==> config.mk <==
export PLATFORM = sky130hd
export DESIGN_NAME = psbb_out_q
export DESIGN_NICKNAME = d
export VERILOG_FILES = /design/src/psbb_pkg.sv /design/src/psbb_out_q.sv
export SDC_FILE = /design/constraint.sdc
export NUM_CORES = 1
export LEC_CHECK = 0
export BUFFER_PORTS_ARGS = -buffer_cell sky130_fd_sc_hd__buf_2
export CAP_MARGIN = 5
export CORE_ASPECT_RATIO = 0.8
export CORE_MARGIN = 5
export CORE_UTILIZATION = 51
export CTS_BUF_LIST = sky130_fd_sc_hd__clkbuf_2
export CTS_CLUSTER_SIZE = 40
export DETAILED_ROUTE_END_ITERATION = 6
export GPL_TIMING_DRIVEN = 0
export PLACE_DENSITY = 0.82
export SLEW_MARGIN = 0
export SYNTH_ARGS = -nofsm -noshare
export SYNTH_HDL_FRONTEND = slang
export SYNTH_SLANG_ARGS = --single-unit
==> constraint.sdc <==
create_clock -name clk -period 1.9 [get_ports clk]
set_clock_uncertainty 0.15 [all_clocks]
set_input_delay 0.38 -clock clk [delete_from_list [all_inputs] [get_ports clk]]
set_output_delay 0.38 -clock clk [all_outputs]
set_load 0.05 [all_outputs]
==> src/psbb_pkg.sv <==
package psbb_pkg;

  localparam int MAX_WIDTH    = 1024;
  localparam int MAX_HEIGHT   = 4096;
  localparam int CHANNEL_BITS = 8;

  localparam int COL_W   = $clog2(MAX_WIDTH);
  localparam int ROW_W   = $clog2(MAX_HEIGHT);
  localparam int FW_W    = 11;
  localparam int FH_W    = 13;
  localparam int PIX_W   = 3 * CHANNEL_BITS;
  localparam int TDATA_W = ((PIX_W + 7) / 8) * 8;
  localparam int SUM_W   = CHANNEL_BITS + 3;
  localparam int CNT_W   = 3;

  localparam int CFG_IDX_W  = 1;
  localparam int CFG_DATA_W = 13;

  localparam logic [CFG_IDX_W-1:0] REG_FRAME_WIDTH  = 1'd0;
  localparam logic [CFG_IDX_W-1:0] REG_FRAME_HEIGHT = 1'd1;

  localparam logic [FW_W-1:0] FW_RESET = 11'd640;
  localparam logic [FH_W-1:0] FH_RESET = 13'd480;

  // Reciprocal constants: floor(2^S / d) + 1 keeps the truncated quotient
  // exact for every sum below 2^SUM_W.
  localparam int DIV3_SH = SUM_W + 2;
  localparam int DIV5_SH = SUM_W + 3;
  localparam int PROD_W  = SUM_W + DIV5_SH;
  localparam logic [PROD_W-1:0] DIV3_MUL = PROD_W'((1 << DIV3_SH) / 3 + 1);
  localparam logic [PROD_W-1:0] DIV5_MUL = PROD_W'((1 << DIV5_SH) / 5 + 1);

  typedef logic [CHANNEL_BITS-1:0] chan_t;
  typedef logic [SUM_W-1:0]        sum_t;
  typedef logic [CNT_W-1:0]        cnt_t;

  typedef struct packed {
    chan_t blue;
    chan_t green;
    chan_t red;
  } pixel_t;

  // Neighborhood flags of the pixel at the current stream position
  typedef struct packed {
    logic row_ge1;
    logic row_ge2;
    logic col_ge1;
    logic col_ge2;
    logic has_right;
    logic last_row;
    logic frame_fin;
  } pos_t;

  typedef struct packed {
    pixel_t pix;
    logic   frame_end;
  } result_t;

  function automatic chan_t mean_chan(sum_t s, cnt_t n);
    logic [PROD_W-1:0] prod;
    sum_t              q;
    prod = '0;
    q    = '0;
    case (n)
      3'd2: q = s >> 1;
      3'd3: begin
        prod = PROD_W'(s) * DIV3_MUL;
        q    = SUM_W'(prod >> DIV3_SH);
      end
      3'd4: q = s >> 2;
      3'd5: begin
        prod = PROD_W'(s) * DIV5_MUL;
        q    = SUM_W'(prod >> DIV5_SH);
      end
      default: q = '0;
    endcase
    return chan_t'(q);
  endfunction

  // Mean of the enabled terms, channel by channel
  function automatic pixel_t blur_px(pixel_t [4:0] t, logic [4:0] en);
    sum_t   sr;
    sum_t   sg;
    sum_t   sb;
    cnt_t   n;
    pixel_t o;
    sr = '0;
    sg = '0;
    sb = '0;
    for (int i = 0; i < 5; i++) begin
      if (en[i]) begin
        sr = sr + SUM_W'(t[i].red);
        sg = sg + SUM_W'(t[i].green);
        sb = sb + SUM_W'(t[i].blue);
      end
    end
    n       = CNT_W'($countones(en));
    o.red   = mean_chan(sr, n);
    o.green = mean_chan(sg, n);
    o.blue  = mean_chan(sb, n);
    return o;
  endfunction

endpackage

==> src/psbb_out_q.sv <==
module psbb_out_q (
  input  logic                          clk,
  input  logic                          rst_n,
  input  logic                          load,
  input  logic [2:0]                    load_mask,
  input  psbb_pkg::result_t [2:0]       load_res,
  output logic                          room,
  output logic                          out_tvalid,
  input  logic                          out_tready,
  output logic [psbb_pkg::TDATA_W-1:0]  out_tdata,
  output logic                          out_tlast
);
  import psbb_pkg::*;

  logic [2:0]    mask_r;
  logic [2:0]    mask_nxt;
  logic [2:0]    lowest;
  result_t [2:0] ent_r;
  result_t       sel;
  logic          pop;

  assign out_tvalid = |mask_r;
  assign pop        = out_tvalid && out_tready;
  assign room       = (mask_r == '0) || (out_tready && $onehot(mask_r));
  assign lowest     = mask_r & (~mask_r + 3'd1);

  always_comb begin
    if (mask_r[0]) begin
      sel = ent_r[0];
    end else if (mask_r[1]) begin
      sel = ent_r[1];
    end else begin
      sel = ent_r[2];
    end
  end

  assign out_tdata = TDATA_W'(sel.pix);
  assign out_tlast = sel.frame_end;

  always_comb begin
    mask_nxt = mask_r;
    if (load) begin
      mask_nxt = load_mask;
    end else if (pop) begin
      mask_nxt = mask_r & ~lowest;
    end
  end

  always_ff @(posedge clk) begin
    if (!rst_n) begin
      mask_r <= '0;
    end else begin
      mask_r <= mask_nxt;
    end
  end

  always_ff @(posedge clk) begin
    if (load) begin
      ent_r <= load_res;
    end
  end

  a_load_room: assert property (@(posedge clk) disable iff (!rst_n)
    load |-> room)
    else $error("result bundle loaded over pending results");

  a_pending_stay: assert property (@(posedge clk) disable iff (!rst_n)
    pop && !$onehot(mask_r) |=> out_tvalid)
    else $error("pending results dropped after a transfer");

endmodule

==> metrics.log <==
[metrics] Max IR drop VDD: just over 0.0007 V
[metrics] number of library cell types mapped by synthesis: 23
[metrics] top cells by area in the synthesized netlist: sky130_fd_sc_hd__edfxtp_1, sky130_fd_sc_hd__mux2i_1, sky130_fd_sc_hd__nand2_1
[metrics] max-cap check violation count: 0
[metrics] Post-synth top flop: sky130_fd_sc_hd__edfxtp_1
[metrics] synth warn: 0
[metrics] number of cells produced by synthesis: roughly 180
[metrics] pin count of the biggest net entering global routing: about 80
[metrics] parity-gate share of the synthesized area counting xor and xnor cells: 0%
[metrics] Synth Register Bits: 78
[metrics] data required time of the worst path: about 1.4 ns
[metrics] cell family with most CP delay: adder cells
[metrics] leading post-synthesis cells by instance count: sky130_fd_sc_hd__edfxtp_1, sky130_fd_sc_hd__nand2_1, sky130_fd_sc_hd__mux2i_1
[metrics] H-tree depth reported by CTS: 3
[metrics] hold violation count in the final report: 0
[metrics] 1st-pass router iterations: 5
[metrics] Antenna Cells: 0
[metrics] Post-Route WL: ~9000 um
[metrics] count of placed standard cells including taps: between 300 and 400
[metrics] number of nets in the layout: 470
[metrics] category of the worst setup path launch point: register
[metrics] Worst Setup End Kind: output pin
[metrics] clock slew at the register clock pins of the worst setup and hold paths: 0.22 ns
[metrics] mean number of vias per cell: 5.08
[metrics] TritonCTS clock tree: yes
[metrics] path type of the worst min-delay path: in2reg
[metrics] library cell with the highest instance count after synthesis: sky130_fd_sc_hd__edfxtp_1
[metrics] violated checks: setup timing
[metrics] leakage power summed over all cells: roughly 2.0 nW
[metrics] fraction of layout instances using a drive strength above 1: between 40 and 50%
[metrics] final HPWL from detailed placement: roughly 4100 um
[metrics] share of synthesized cell area in full adder, half adder and majority cells: less than 1%
[metrics] Rows: 24
[metrics] first-pass GRT wire length: around 13,000 um
[metrics] synthesized netlist net count: ~260
[metrics] critical path start-end classification: reg2out
[metrics] pins over their slew limit: 0
[metrics] largest family of logic cells by synthesized area: multiplexers
[metrics] total I/O pin count: 109
[metrics] part of the Yosys area used for sequential elements: ~78%
[metrics] average routed wire per standard cell: 19.5 um
[metrics] share of synthesized cell area in and, or, nand and nor gates: slightly below 5%
[metrics] share of synthesized registers carrying an async set or reset: 0%
[metrics] worst-path cell chain: buf_6 > inv_4 > fa_1 > nand3b_1 > nand2_2 > buf_8
[metrics] count of input and output buffers: around 110
[metrics] average cell area after synthesis: around 17 sq um
[metrics] Placeable Area: around 5600 sq um
[metrics] routability congestion estimate: 0.733
[metrics] All-Layer GR Usage: a little under a quarter
[metrics] Max Clk Rate: ~420 MHz
[metrics] overflow left after global routing: 0
[metrics] Die Outline Area: between 7000 and 8000 sq um
[metrics] antenna violations before repair: 0
[metrics] area added between synthesis and finish: 68.4%
[metrics] sum of negative setup slack: -10.24 ns
[metrics] routed via count: ~2.4k
[metrics] DR iter-0 viols: 131
[metrics] count of buffering cells on the critical path with inverters included: 3
[metrics] clock root cell: sky130_fd_sc_hd__clkbuf_2
[metrics] area share of the largest cell type after synthesis: roughly three quarters
[metrics] top fanout value on the critical path: 5
[metrics] final period utilization: 127%
[metrics] effective utilization at floorplan: between 50 and 60%
[metrics] clock buffers created by TritonCTS: 9
[metrics] Arr. time, crit path: 1.88 ns
[metrics] setup repair after global routing missed its margin: yes
[metrics] clock latency of the later-clocked register in the worst-skew pair: 0.51 ns
[metrics] Post-synth EDFFs: 75
[metrics] vias in the first global route: 2,556
[metrics] netlist area before placement: 2970 sq um
[metrics] share of cell area taken by muxes after synthesis: under 10%
[metrics] Die H: 78.3 um
[metrics] post-route total power: roughly 3.8 mW
[metrics] compound-gate portion of the synthesized area: between 5 and 6%
[metrics] Slew headroom: a little over a third
[metrics] die extent in x: roughly 95 um
[metrics] final worst path period need: about 2.4 ns
[metrics] min setup slack post-route: -0.506 ns
[metrics] post-route non-filler standard cell count: between 400 and 500
[metrics] post-synthesis cell type with the largest combined area: sky130_fd_sc_hd__edfxtp_1
[metrics] slew at the pin closest to its max-slew limit: 0.963 ns
[metrics] worst slack on hold paths: 0.189 ns
[metrics] clock tree sinks: between 70 and 80
[metrics] peak per-stage delay on the critical path: approximately 0.43 ns
[metrics] result of the run: complete, but fails checks
[metrics] Max Buffers Root-to-Sink: 2
[metrics] number of setup violations in the final report: 27
[metrics] number of design rule violations left after detail routing: 0
[metrics] cell with the biggest individual delay on the critical path: sky130_fd_sc_hd__fa_1
[metrics] power density over the cells: roughly 760 nW/um^2
[metrics] number of routed nets with antenna violations: 0
## layout make-up
type | count | area, sq um
Timing Repair Buffer | 199 | 1680
Multi-Input combinational cell | 88 | 699
Sequential cell | 78 | 2320
Tap cell | 78 | 97.6
Inverter | 3 | 16.3
Fill cell | 203 | 553
Buffer | 8 | 92.6
Clock buffer | 9 | 45.0
Clock inverter | 7 | 50.0
## timing repair
action | CTS | global route
hold endpoints to repair | 78 | 0
pin swaps | 3 | 5
resized for setup | 70 | 38
setup buffers | 4 | 4
endpoints found under the setup margin | 27 | 27
hold buffers | 80 | 0
gates cloned | 3 | 0
## worst min-delay path: stages
cell	delay (ns)
sky130_fd_sc_hd__buf_2	0.13
sky130_fd_sc_hd__nor4b_1	0.15
sky130_fd_sc_hd__nor3b_1	0.18
## through the flow
stage	util (%)	instance area, sq um	worst slack [ns]
2_1_floorplan	-	3030	-0.347
3_3_place_gp	65.9	3660	-0.340
3_5_place_dp	66.0	3670	-0.169
4_1_cts	87.9	4880	-0.578
5_1_grt	90.0	5000	-0.613
6_report	90.0	5000	-0.506
## power by group
group | internal, mW | switching [mW]
clock | 0.174 | 0.608
combinational | 0.430 | 0.509
sequential | 2.03 | 0.0537
## per-layer routing
layer | up-vias | GRT usage [%] | share of wire [%]
met1 | 1161 | 27.6 | 37
met5 | - | 0 | 0
li1 | 1093 | - | -
met4 | 0 | 7.35 | 1.1
met3 | 10 | 7.36 | 7.8
met2 | 124 | 42.6 | 55
## path summary, 6_finish.rpt
kind / start / endpoint / slack (ns) / cells after the start
setup / recovery: mask_r[0]$_SDFFE_PN0P_ / room / -0.51 / 6
hold / removal: out_tready / mask_r[2]$_SDFFE_PN0P_ / 0.19 / 3
setup reg to reg: mask_r[0]$_SDFFE_PN0P_ / mask_r[1]$_SDFFE_PN0P_ / 0.10 / 6
hold reg to reg: mask_r[2]$_SDFFE_PN0P_ / mask_r[2]$_SDFFE_PN0P_ / 0.42 / 2
## cell families after synthesis
logic type | count (synthesis)
simple gates | 33
buf+inv | 12
flops | 78
compound gates | 28
mux | 26
fa+ha+maj | 1
## sequential cells by signal, indices dropped and copies added, names as in the netlist
name and count:
ent_r 75, mask_r 3
## layout by cell type, fill, tap and decap left out, types with 2 or more instances in the layout
master / Yosys / final
sky130_fd_sc_hd__mux2i_1: 26 / 15
sky130_fd_sc_hd__buf_16: 0 / 3
sky130_fd_sc_hd__clkinvlp_4: 0 / 2
sky130_fd_sc_hd__nand2_1: 27 / 26
sky130_fd_sc_hd__edfxtp_1: 75 / 75
sky130_fd_sc_hd__clkinv_4: 0 / 2
sky130_fd_sc_hd__dfxtp_2: 0 / 2
sky130_fd_sc_hd__buf_6: 1 / 30
sky130_fd_sc_hd__dlygate4sd3_1: 0 / 80
sky130_fd_sc_hd__buf_2: 1 / 80
sky130_fd_sc_hd__mux2i_2: 0 / 10
sky130_fd_sc_hd__clkbuf_2: 0 / 10
sky130_fd_sc_hd__buf_12: 0 / 3
sky130_fd_sc_hd__inv_4: 0 / 2
sky130_fd_sc_hd__o21ai_2: 1 / 18
sky130_fd_sc_hd__o21ai_1: 19 / 7
sky130_fd_sc_hd__nor3b_1: 2 / 2
sky130_fd_sc_hd__buf_4: 1 / 7
(Power assumes the default switching activity.)
