[config.mk]
export PLATFORM = sky130hd
export DESIGN_NAME = psbb_ctrl
export DESIGN_NICKNAME = d
export VERILOG_FILES = /design/src/psbb_pkg.sv /design/src/psbb_ctrl.sv
export SDC_FILE = /design/constraint.sdc
export NUM_CORES = 1
export LEC_CHECK = 0
export BUFFER_PORTS_ARGS = -buffer_cell sky130_fd_sc_hd__buf_2
export CAP_MARGIN = 20
export CORE_MARGIN = 8
export CORE_UTILIZATION = 55
export CTS_CLUSTER_SIZE = 12
export DETAILED_ROUTE_END_ITERATION = 6
export PLACE_DENSITY = 0.76
export RECOVER_POWER = 100
export SLEW_MARGIN = 20
export SYNTH_ARGS = -nofsm -noshare
export SYNTH_HDL_FRONTEND = slang
export SYNTH_SLANG_ARGS = --single-unit
[constraint.sdc]
create_clock -name clk -period 5.47 [get_ports clk]
set_clock_uncertainty 0.05 [all_clocks]
set_input_delay 0.8205 -clock clk [delete_from_list [all_inputs] [get_ports clk]]
set_output_delay 0.8205 -clock clk [all_outputs]
set_load 0.02 [all_outputs]
[src/psbb_pkg.sv]
package psbb_pkg;

  localparam int MAX_WIDTH    = 1024;
  localparam int MAX_HEIGHT   = 4096;
  localparam int CHANNEL_BITS = 8;

  localparam int COL_W   = $clog2(MAX_WIDTH);
  localparam int ROW_W   = $clog2(MAX_HEIGHT);
  localparam int FW_W    = 11;
  localparam int FH_W    = 13;
  localparam int PIX_W   = 3 * CHANNEL_BITS;
  localparam int TDATA_W = ((PIX_W + 7) / 8) * 8;
  localparam int SUM_W   = CHANNEL_BITS + 3;
  localparam int CNT_W   = 3;

  localparam int CFG_IDX_W  = 1;
  localparam int CFG_DATA_W = 13;

  localparam logic [CFG_IDX_W-1:0] REG_FRAME_WIDTH  = 1'd0;
  localparam logic [CFG_IDX_W-1:0] REG_FRAME_HEIGHT = 1'd1;

  localparam logic [FW_W-1:0] FW_RESET = 11'd640;
  localparam logic [FH_W-1:0] FH_RESET = 13'd480;

  // Reciprocal constants: floor(2^S / d) + 1 keeps the truncated quotient
  // exact for every sum below 2^SUM_W.
  localparam int DIV3_SH = SUM_W + 2;
  localparam int DIV5_SH = SUM_W + 3;
  localparam int PROD_W  = SUM_W + DIV5_SH;
  localparam logic [PROD_W-1:0] DIV3_MUL = PROD_W'((1 << DIV3_SH) / 3 + 1);
  localparam logic [PROD_W-1:0] DIV5_MUL = PROD_W'((1 << DIV5_SH) / 5 + 1);

  typedef logic [CHANNEL_BITS-1:0] chan_t;
  typedef logic [SUM_W-1:0]        sum_t;
  typedef logic [CNT_W-1:0]        cnt_t;

  typedef struct packed {
    chan_t blue;
    chan_t green;
    chan_t red;
  } pixel_t;

  // Neighborhood flags of the pixel at the current stream position
  typedef struct packed {
    logic row_ge1;
    logic row_ge2;
    logic col_ge1;
    logic col_ge2;
    logic has_right;
    logic last_row;
    logic frame_fin;
  } pos_t;

  typedef struct packed {
    pixel_t pix;
    logic   frame_end;
  } result_t;

  function automatic chan_t mean_chan(sum_t s, cnt_t n);
    logic [PROD_W-1:0] prod;
    sum_t              q;
    prod = '0;
    q    = '0;
    case (n)
      3'd2: q = s >> 1;
      3'd3: begin
        prod = PROD_W'(s) * DIV3_MUL;
        q    = SUM_W'(prod >> DIV3_SH);
      end
      3'd4: q = s >> 2;
      3'd5: begin
        prod = PROD_W'(s) * DIV5_MUL;
        q    = SUM_W'(prod >> DIV5_SH);
      end
      default: q = '0;
    endcase
    return chan_t'(q);
  endfunction

  // Mean of the enabled terms, channel by channel
  function automatic pixel_t blur_px(pixel_t [4:0] t, logic [4:0] en);
    sum_t   sr;
    sum_t   sg;
    sum_t   sb;
    cnt_t   n;
    pixel_t o;
    sr = '0;
    sg = '0;
    sb = '0;
    for (int i = 0; i < 5; i++) begin
      if (en[i]) begin
        sr = sr + SUM_W'(t[i].red);
        sg = sg + SUM_W'(t[i].green);
        sb = sb + SUM_W'(t[i].blue);
      end
    end
    n       = CNT_W'($countones(en));
    o.red   = mean_chan(sr, n);
    o.green = mean_chan(sg, n);
    o.blue  = mean_chan(sb, n);
    return o;
  endfunction

endpackage

[src/psbb_ctrl.sv]
module psbb_ctrl (
  input  logic                              clk,
  input  logic                              rst_n,
  input  logic                              cfg_wr_en,
  input  logic [psbb_pkg::CFG_IDX_W-1:0]    cfg_index,
  input  logic [psbb_pkg::CFG_DATA_W-1:0]   cfg_wdata,
  input  logic                              adv,
  output logic [psbb_pkg::COL_W-1:0]        col,
  output psbb_pkg::pos_t                    pos
);
  import psbb_pkg::*;

  logic [FW_W-1:0]  fw_r;
  logic [FH_W-1:0]  fh_r;
  logic [FW_W-1:0]  eff_w;
  logic [FH_W-1:0]  eff_h;
  logic [COL_W-1:0] col_r;
  logic [COL_W-1:0] col_nxt;
  logic [ROW_W-1:0] row_r;
  logic [ROW_W-1:0] row_nxt;
  logic             col_end;
  logic             last_row;

  always_ff @(posedge clk) begin
    if (!rst_n) begin
      fw_r <= FW_RESET;
      fh_r <= FH_RESET;
    end else if (cfg_wr_en) begin
      unique case (cfg_index)
        REG_FRAME_WIDTH:  fw_r <= cfg_wdata[FW_W-1:0];
        REG_FRAME_HEIGHT: fh_r <= cfg_wdata[FH_W-1:0];
      endcase
    end
  end

  always_comb begin
    if (fw_r < FW_W'(2)) begin
      eff_w = FW_W'(2);
    end else if (32'(fw_r) > 32'(MAX_WIDTH)) begin
      eff_w = FW_W'(MAX_WIDTH);
    end else begin
      eff_w = fw_r;
    end
    if (fh_r < FH_W'(2)) begin
      eff_h = FH_W'(2);
    end else if (32'(fh_r) > 32'(MAX_HEIGHT)) begin
      eff_h = FH_W'(MAX_HEIGHT);
    end else begin
      eff_h = fh_r;
    end
  end

  // A count at or past the last index wraps, so compare with >=
  assign col_end  = (32'(col_r) + 32'd1) >= 32'(eff_w);
  assign last_row = (32'(row_r) + 32'd1) >= 32'(eff_h);

  assign col           = col_r;
  assign pos.row_ge1   = (row_r != '0);
  assign pos.row_ge2   = (row_r >= ROW_W'(2));
  assign pos.col_ge1   = (col_r != '0);
  assign pos.col_ge2   = (col_r >= COL_W'(2));
  assign pos.has_right = !col_end;
  assign pos.last_row  = last_row;
  assign pos.frame_fin = last_row && col_end;

  always_comb begin
    col_nxt = col_r + COL_W'(1);
    row_nxt = row_r;
    if (col_end) begin
      col_nxt = '0;
      row_nxt = last_row ? '0 : row_r + ROW_W'(1);
    end
  end

  always_ff @(posedge clk) begin
    if (!rst_n) begin
      col_r <= '0;
      row_r <= '0;
    end else if (adv) begin
      col_r <= col_nxt;
      row_r <= row_nxt;
    end
  end

endmodule

==> results by group, run 1 <==
Critical path
  • CP startpoint kind: flip-flop
  • Worst reg2reg path depth: 11
  • Crit path max-delay cell type: o31ai_1
  • Number of cells on the critical path: 9
  • WP data arrival: 3350 ps
  • Required time of the worst setup path: 4600 ps
  • Worst path max stage delay: 520 ps
  • Endpoint type of the worst setup path: primary output
  • Count of buffering cells on the critical path with inverters included: 2
  • Crit path max fanout: 13
  • Critical path class: reg -> out
  • Crit-path leading delay family: compound AO/OA/AOI/OAI gates
  • Ordered cell list for the critical path: nor4_1 > nand2_1 > o31ai_1 > nand2_1 > ha_1 > a2111o_1 > a211oi_1 > clkbuf_1 > clkbuf_1

Routing
  • Post-detailed-routing wire length: around 6800 microns
  • Antenna Violating Nets Remaining: 0
  • Average detailed-routed wire length per instance: roughly 14 microns
  • Total via count in the routed design: around 2.6k
  • Number of detailed-route iterations in the first pass: 4
  • Drt via density: roughly 5.6
  • Violation count after the first detailed-routing iteration: between 150 and 200
  • Number of design rule violations left after detail routing: 0

Synth
  • Count leader, synth: nand2_1
  • Fraction of synthesis flops using an asynchronous set or reset pin: 0%
  • Post-Synthesis Mean Instance Area: 7.76 sq um
  • Top cells by area in the synthesized netlist: dfxtp_1, ha_1, nand2_1
  • Synthesized flop and latch total: 46
  • Most numerous cell types in the synthesized netlist: nand2_1, dfxtp_1, a21oi_1
  • Area fraction of the dominant cell type after synthesis: approximately a third
  • Number of synthesized flops with an enable pin: 0
  • Sequential area share after synthesis: 31.5%
  • Library cells used by synthesis: 47
  • Synth area leader: dfxtp_1
  • Post-Syn Area: slightly below 3000 sq um
  • Synthesis warning total: 0
  • Number of instances in the synthesized netlist: ~380
  • Dominant synthesized flop cell: dfxtp_1
  • Synth Net Count: 425

GRT
  • Largest net degree at the start of global routing: 29
  • Number of antenna violations at the first check in global routing: 0
  • Aggregate global routing overflow: 0
  • Total global routing track utilization: 18.3%
  • Vias in the first global route: 2522
  • Global routing met1 resource utilization: 23.2%
  • Global route hottest layer: met2
  • Wire length of the first global-routing pass: between 10000 and 15000 microns
  • Met2 layer usage reported by global route: 30.6%
  • Met3 Usage GRT: 3.40%

CTS
  • Cts bufs inserted: 5
  • Clk root buf: clkbuf_8
  • Number of H-tree levels: 2
  • Post-CTS Repair Setup Buffers: 0
  • Clock sink count: 46
  • Cells resized by post-CTS repair: 0
  • CTS tree: built
  • CTS hold repair buffers: 0
  • Worst-path clk slew: 90 ps
  • Clock latency reported for the late side of the worst-skew pair: ~300 ps
  • Maximum root-to-sink buffer count: 2

Timing
  • Hold violation count in the final report: 0
  • Final-layout worst hold slack: 432 ps
  • Final Critical Period: 4220 ps
  • RSZ-0062 raised after global routing: false
  • Pins over their slew limit: 0
  • Final cycle utilization of the critical path: between 70% and 80%
  • Worst slew margin: 54.3%
  • Top achievable clock speed: about 240 MHz
  • Worst-case setup margin in the final layout: 1250 ps
  • Transition at the pin with the smallest max-transition slack: around 700 ps
  • Summed negative setup slack over all endpoints: 0 ps
  • Number of failing setup endpoints in the final timing report: 0

Pwr
  • Maximum vdd drop: 0.158 mV
  • Leakage power figure: 1.39 nW
  • Pwr/cell area: 221 nW/um^2
  • Pwr Total: roughly 700 uW

Finish
  • Growth of design area from synthesis to finish: 7.82%
  • Fraction of layout cells with a size suffix above 1: 7.23%
  • Fin nets: 448
  • Final core occ: 61.8%
  • Count of inserted antenna diode cells: 0

Placement
  • Final estimated routing congestion in global placement: around 0.84
  • PortBufs: 34
  • Half-perimeter wire length after detailed placement: a little over 5000 microns
  • Worst setup timing slack at the placement stage: 1920 ps

Floorplanning
  • I/O pin cnt: 35
  • Die width: 88.9 microns
  • Die outline height: a little under 90 microns
  • Number of standard-cell rows in the floorplan: 26
  • Total core area: approximately 5100 sq um
  • Die Footprint: 7910 sq um
  • Starting density of the core: 57.3%

Min path
  • Type of the worst min-delay path: reg -> reg
  • Worst hold stages: 2

Outcome
  • Run status: complete, no violations

Job
  • Count of max-cap constraint violations: 0
kinds of logic (layout without fill, tap and decap cells):
logic type	Yosys count	after routing	share of synthesized area, %
flip-flops	46	46	31.5
multiplexers	1	1	0.385
AND/OR/NAND/NOR	183	183	29.5
buffers and inverters	30	54	4.36
AO/OA/AOI/OAI	69	69	16.1
adder cells (fa/ha/maj)	30	30	12.8
XOR/XNOR	18	18	5.39
layout by cell type, fill, tap and decap left out, types with 2 or more instances in the layout:
| cell type | Yosys | routed |
|---|---|---|
| nand2_1 | 86 | 86 |
| o31ai_1 | 2 | 2 |
| a31o_2 | 2 | 2 |
| nor2_1 | 14 | 15 |
| a2111o_1 | 2 | 2 |
| o2bb2ai_1 | 4 | 4 |
| inv_1 | 10 | 10 |
| nand4_1 | 5 | 5 |
| o21bai_1 | 2 | 2 |
| ha_1 | 30 | 30 |
| buf_2 | 3 | 16 |
| clkbuf_8 | 0 | 5 |
| a211oi_1 | 3 | 4 |
| a21oi_1 | 31 | 31 |
| clkbuf_1 | 12 | 20 |
| a21o_1 | 3 | 3 |
| xnor2_1 | 12 | 12 |
| nor3_1 | 6 | 6 |
| nand2b_1 | 12 | 13 |
| and3_1 | 9 | 9 |
| dfxtp_1 | 46 | 46 |
| a221o_1 | 5 | 5 |
| nor2b_1 | 3 | 3 |
| xor2_1 | 6 | 6 |
| o21ai_0 | 3 | 3 |
| nor4_1 | 9 | 9 |
| a22o_1 | 4 | 4 |
| a21boi_0 | 2 | 2 |
| nand3_1 | 30 | 30 |
metal layers:
metal / share of wire (%) / wire length [microns] / vias up
met2: 47 / 3210 / 52
met1: 47 / 3150 / 1214
met3: 4.8 / 322 / 7
met4: 1.2 / 82 / 0
met5: 0 / 0 / -
li1: - / - / 1370
cell type report:
cell class	instances	area (sq um)
Clock buffer	6	72.6
Tap cell	70	87.6
Fill cell	500	1950
Multi-Input combinational cell	301	1870
Sequential cell	46	921
Timing Repair Buffer	35	151
Inverter	11	41.3
Clock inverter	2	13.8
power breakdown:
part / total, mW / leakage (nW) / internal [mW] / switching, mW
clock network: 0.211 / 0.0452 / 0.0905 / 0.120
registers: 0.368 / 0.375 / 0.349 / 0.0182
logic: 0.120 / 0.970 / 0.0465 / 0.0732
sequential cells by signal, summed over array words and instances (netlist names):
name	flops
col	10
fh_r	13
fw_r	11
row_r	12
tightest hold or removal path, delay by kind of cell (launching register included):
family           cells  cell delay [ps]
AO/OA/AOI/OAI        1               50
flip-flops           1              330
AND/OR/NAND/NOR      1               60
through the flow:
step / cell area (sq um) / cells
2_1_floorplan: 2930 / 377
3_3_place_gp: 3110 / 463
3_5_place_dp: 3110 / 463
4_1_cts: 3190 / 471
5_1_grt: 3160 / 471
6_report: 3160 / 471
worst paths after layout:
check,from,endpoint,slack [ps]
hold reg to reg,fh_r[1],fh_r[1],430
hold / removal,fh_r[1],fh_r[1],430
setup / recovery,fw_r[2],pos[2],1250
setup reg to reg,fw_r[2],row_r[5],1390
(Power assumes the default switching activity.)
==> run 2, diff against run 1 <==
--- a/config.mk
+++ b/config.mk
@@ -8,10 +8,10 @@
 export BUFFER_PORTS_ARGS = -buffer_cell sky130_fd_sc_hd__buf_2
 export CAP_MARGIN = 20
 export CORE_MARGIN = 8
-export CORE_UTILIZATION = 55
+export CORE_UTILIZATION = 53
 export CTS_CLUSTER_SIZE = 12
 export DETAILED_ROUTE_END_ITERATION = 6
-export PLACE_DENSITY = 0.76
+export PLACE_DENSITY = 0.77
 export RECOVER_POWER = 100
 export SLEW_MARGIN = 20
 export SYNTH_ARGS = -nofsm -noshare
==> constraint.sdc (replaced) <==
create_clock -name clk -period 3.8 [get_ports clk]
set_clock_uncertainty 0.05 [all_clocks]
set_input_delay 0.57 -clock clk [delete_from_list [all_inputs] [get_ports clk]]
set_output_delay 0.57 -clock clk [all_outputs]
set_load 0.02 [all_outputs]
==> run 2 against run 1 <==
Against the previous run: non-clock buffer count grew 2; clock power grew 60%; flip-flop and latch count is the same; largest power group unchanged; power grew 50%; routed wire length grew 2.1%; core utilization shrank 2.0 points; final cell count grew 0.85%.
==> results by group, run 2 (same netlist as run 1, synthesis figures left out) <==
Timing
  • Transition at the pin with the smallest max-transition slack: 700 ps
  • Worst slew margin: 53.3%
  • Hold violation count in the final report: 0
  • Pins over their slew limit: 0
  • Final Critical Period: 3600 ps
  • RSZ-0062 raised after global routing: false
  • Final cycle utilization of the critical path: 94.8%
  • Number of failing setup endpoints in the final timing report: 0
  • Summed negative setup slack over all endpoints: 0 ps
  • Top achievable clock speed: 278 MHz

Min path
  • Type of the worst min-delay path: in -> reg

Pwr
  • Leakage power figure: 1.42 nW
  • Maximum vdd drop: 0.184 mV
  • Pwr/cell area: 325 nW/um^2

Finish
  • Fraction of layout cells with a size suffix above 1: between 10% and 20%
  • Register bank with the most flops: fh_r
  • Final core occ: 59.7%
  • Fin nets: 450
  • Count of inserted antenna diode cells: 0
  • Commonest cells after routing, fill and taps aside: nand2_1, dfxtp_1, nand3_1, a21oi_1, ha_1
  • Largest registers ranked by flip-flop count: fh_r: 13 flops, row_r: 12 flops, fw_r: 11 flops
  • Largest register FFs: 13
  • Most common cell after layout, fill and taps aside: nand2_1
  • Growth of design area from synthesis to finish: 10.3%
  • Post-route standard cell area excluding fillers: 3230 sq um

Critical path
  • Endpoint type of the worst setup path: primary output
  • Crit path max fanout: 5
  • Critical path class: reg -> out
  • CP startpoint kind: flip-flop
  • WP data arrival: 2980 ps
  • Required time of the worst setup path: 3180 ps

Routing
  • Violation count after the first detailed-routing iteration: 140
  • Post-detailed-routing wire length: 6910 microns
  • Total via count in the routed design: 2679
  • Drt via density: 5.64
  • Antenna Violating Nets Remaining: 0
  • Number of design rule violations left after detail routing: 0
  • Average detailed-routed wire length per instance: 14.5 microns
  • Number of detailed-route iterations in the first pass: 4

GRT
  • Number of antenna violations at the first check in global routing: 0
  • Largest net degree at the start of global routing: 28
  • Vias in the first global route: 2628
  • Wire length of the first global-routing pass: ~12000 microns
  • Total global routing track utilization: 17.7%
  • Aggregate global routing overflow: 0

Placement
  • PortBufs: 34
  • Half-perimeter wire length after detailed placement: between 5000 and 6000 microns
  • Final estimated routing congestion in global placement: 0.949
  • Standard cell area after detailed placement: 3120 sq um

CTS
  • Worst-path clk slew: 110 ps
  • Cells resized by post-CTS repair: 0
  • Post-CTS Repair Setup Buffers: 0
  • Cts bufs inserted: 5
  • CTS hold repair buffers: 0
  • CTS tree: built
  • Clk root buf: clkbuf_8
  • Number of H-tree levels: 2
  • Clock latency reported for the late side of the worst-skew pair: 320 ps
  • Maximum root-to-sink buffer count: 2
  • Clock sink count: 46

Floorplanning
  • Number of standard-cell rows in the floorplan: 27
  • Die outline height: roughly 90 microns
  • Total core area: 5410 sq um
  • I/O pin cnt: 35
  • Starting density of the core: a little over half
  • Die Footprint: 8160 sq um
  • Die width: 90.3 microns

Outcome
  • Run status: complete, no violations

Job
  • Count of max-cap constraint violations: 0
run 2: path summary, 6_finish.rpt:
| check | slack [ps] | start | cells after the start | endpoint |
|---|---|---|---|---|
| hold / removal | 420 | cfg_wdata[11] | 3 | fh_r[11] |
| hold reg to reg | 430 | fw_r[3] | 2 | fw_r[3] |
| setup / recovery | 200 | row_r[0] | 11 | pos[1] |
| setup reg to reg | 230 | row_r[0] | 12 | row_r[3] |
run 2: through the flow:
step,setup slack [ps],power [mW],std cells,hold slack [ps]
floorplan,618,0.666,377,394
global placement,408,0.715,467,412
detailed placement,302,0.723,467,414
CTS,60.8,1.05,475,420
global route,14.4,1.10,475,413
finish,199,1.05,475,423
run 2: final cells by class:
type                       count  area [sq um]
timing repair buffer          37           174
multi-input combinational    301          1900
clock inverter                 3          28.8
sequential                    46           926
fill                         506          2180
inverter                      11          41.3
tap                           72          90.1
clock buffer                   5          68.8
run 2: per-layer routing:
metal | part of all wire, % | track usage (%) | wire (microns)
met4 | 1.6 | 5.83 | 110
met3 | 4.7 | 3.82 | 324
met5 | 0 | 0 | 0
met2 | 48 | 29.3 | 3310
met1 | 46 | 22.2 | 3170
run 2: power by group:
group          total (mW)  switching (mW)  internal, mW  leakage (nW)
registers           0.527          0.0233         0.503         0.377
clock network       0.338           0.200         0.138        0.0506
logic               0.185           0.113        0.0719         0.995
run 2: critical path, stage by stage, from the launching register on:
cell and delay (ps):
dfxtp_2 360, ha_1 250, and3_1 220, and3_1 200, and3_1 230, and3_1 200, ha_1 300, nand4_1 170
o21bai_1 130, a211oi_2 290, nand2_1 130, clkbuf_2 180
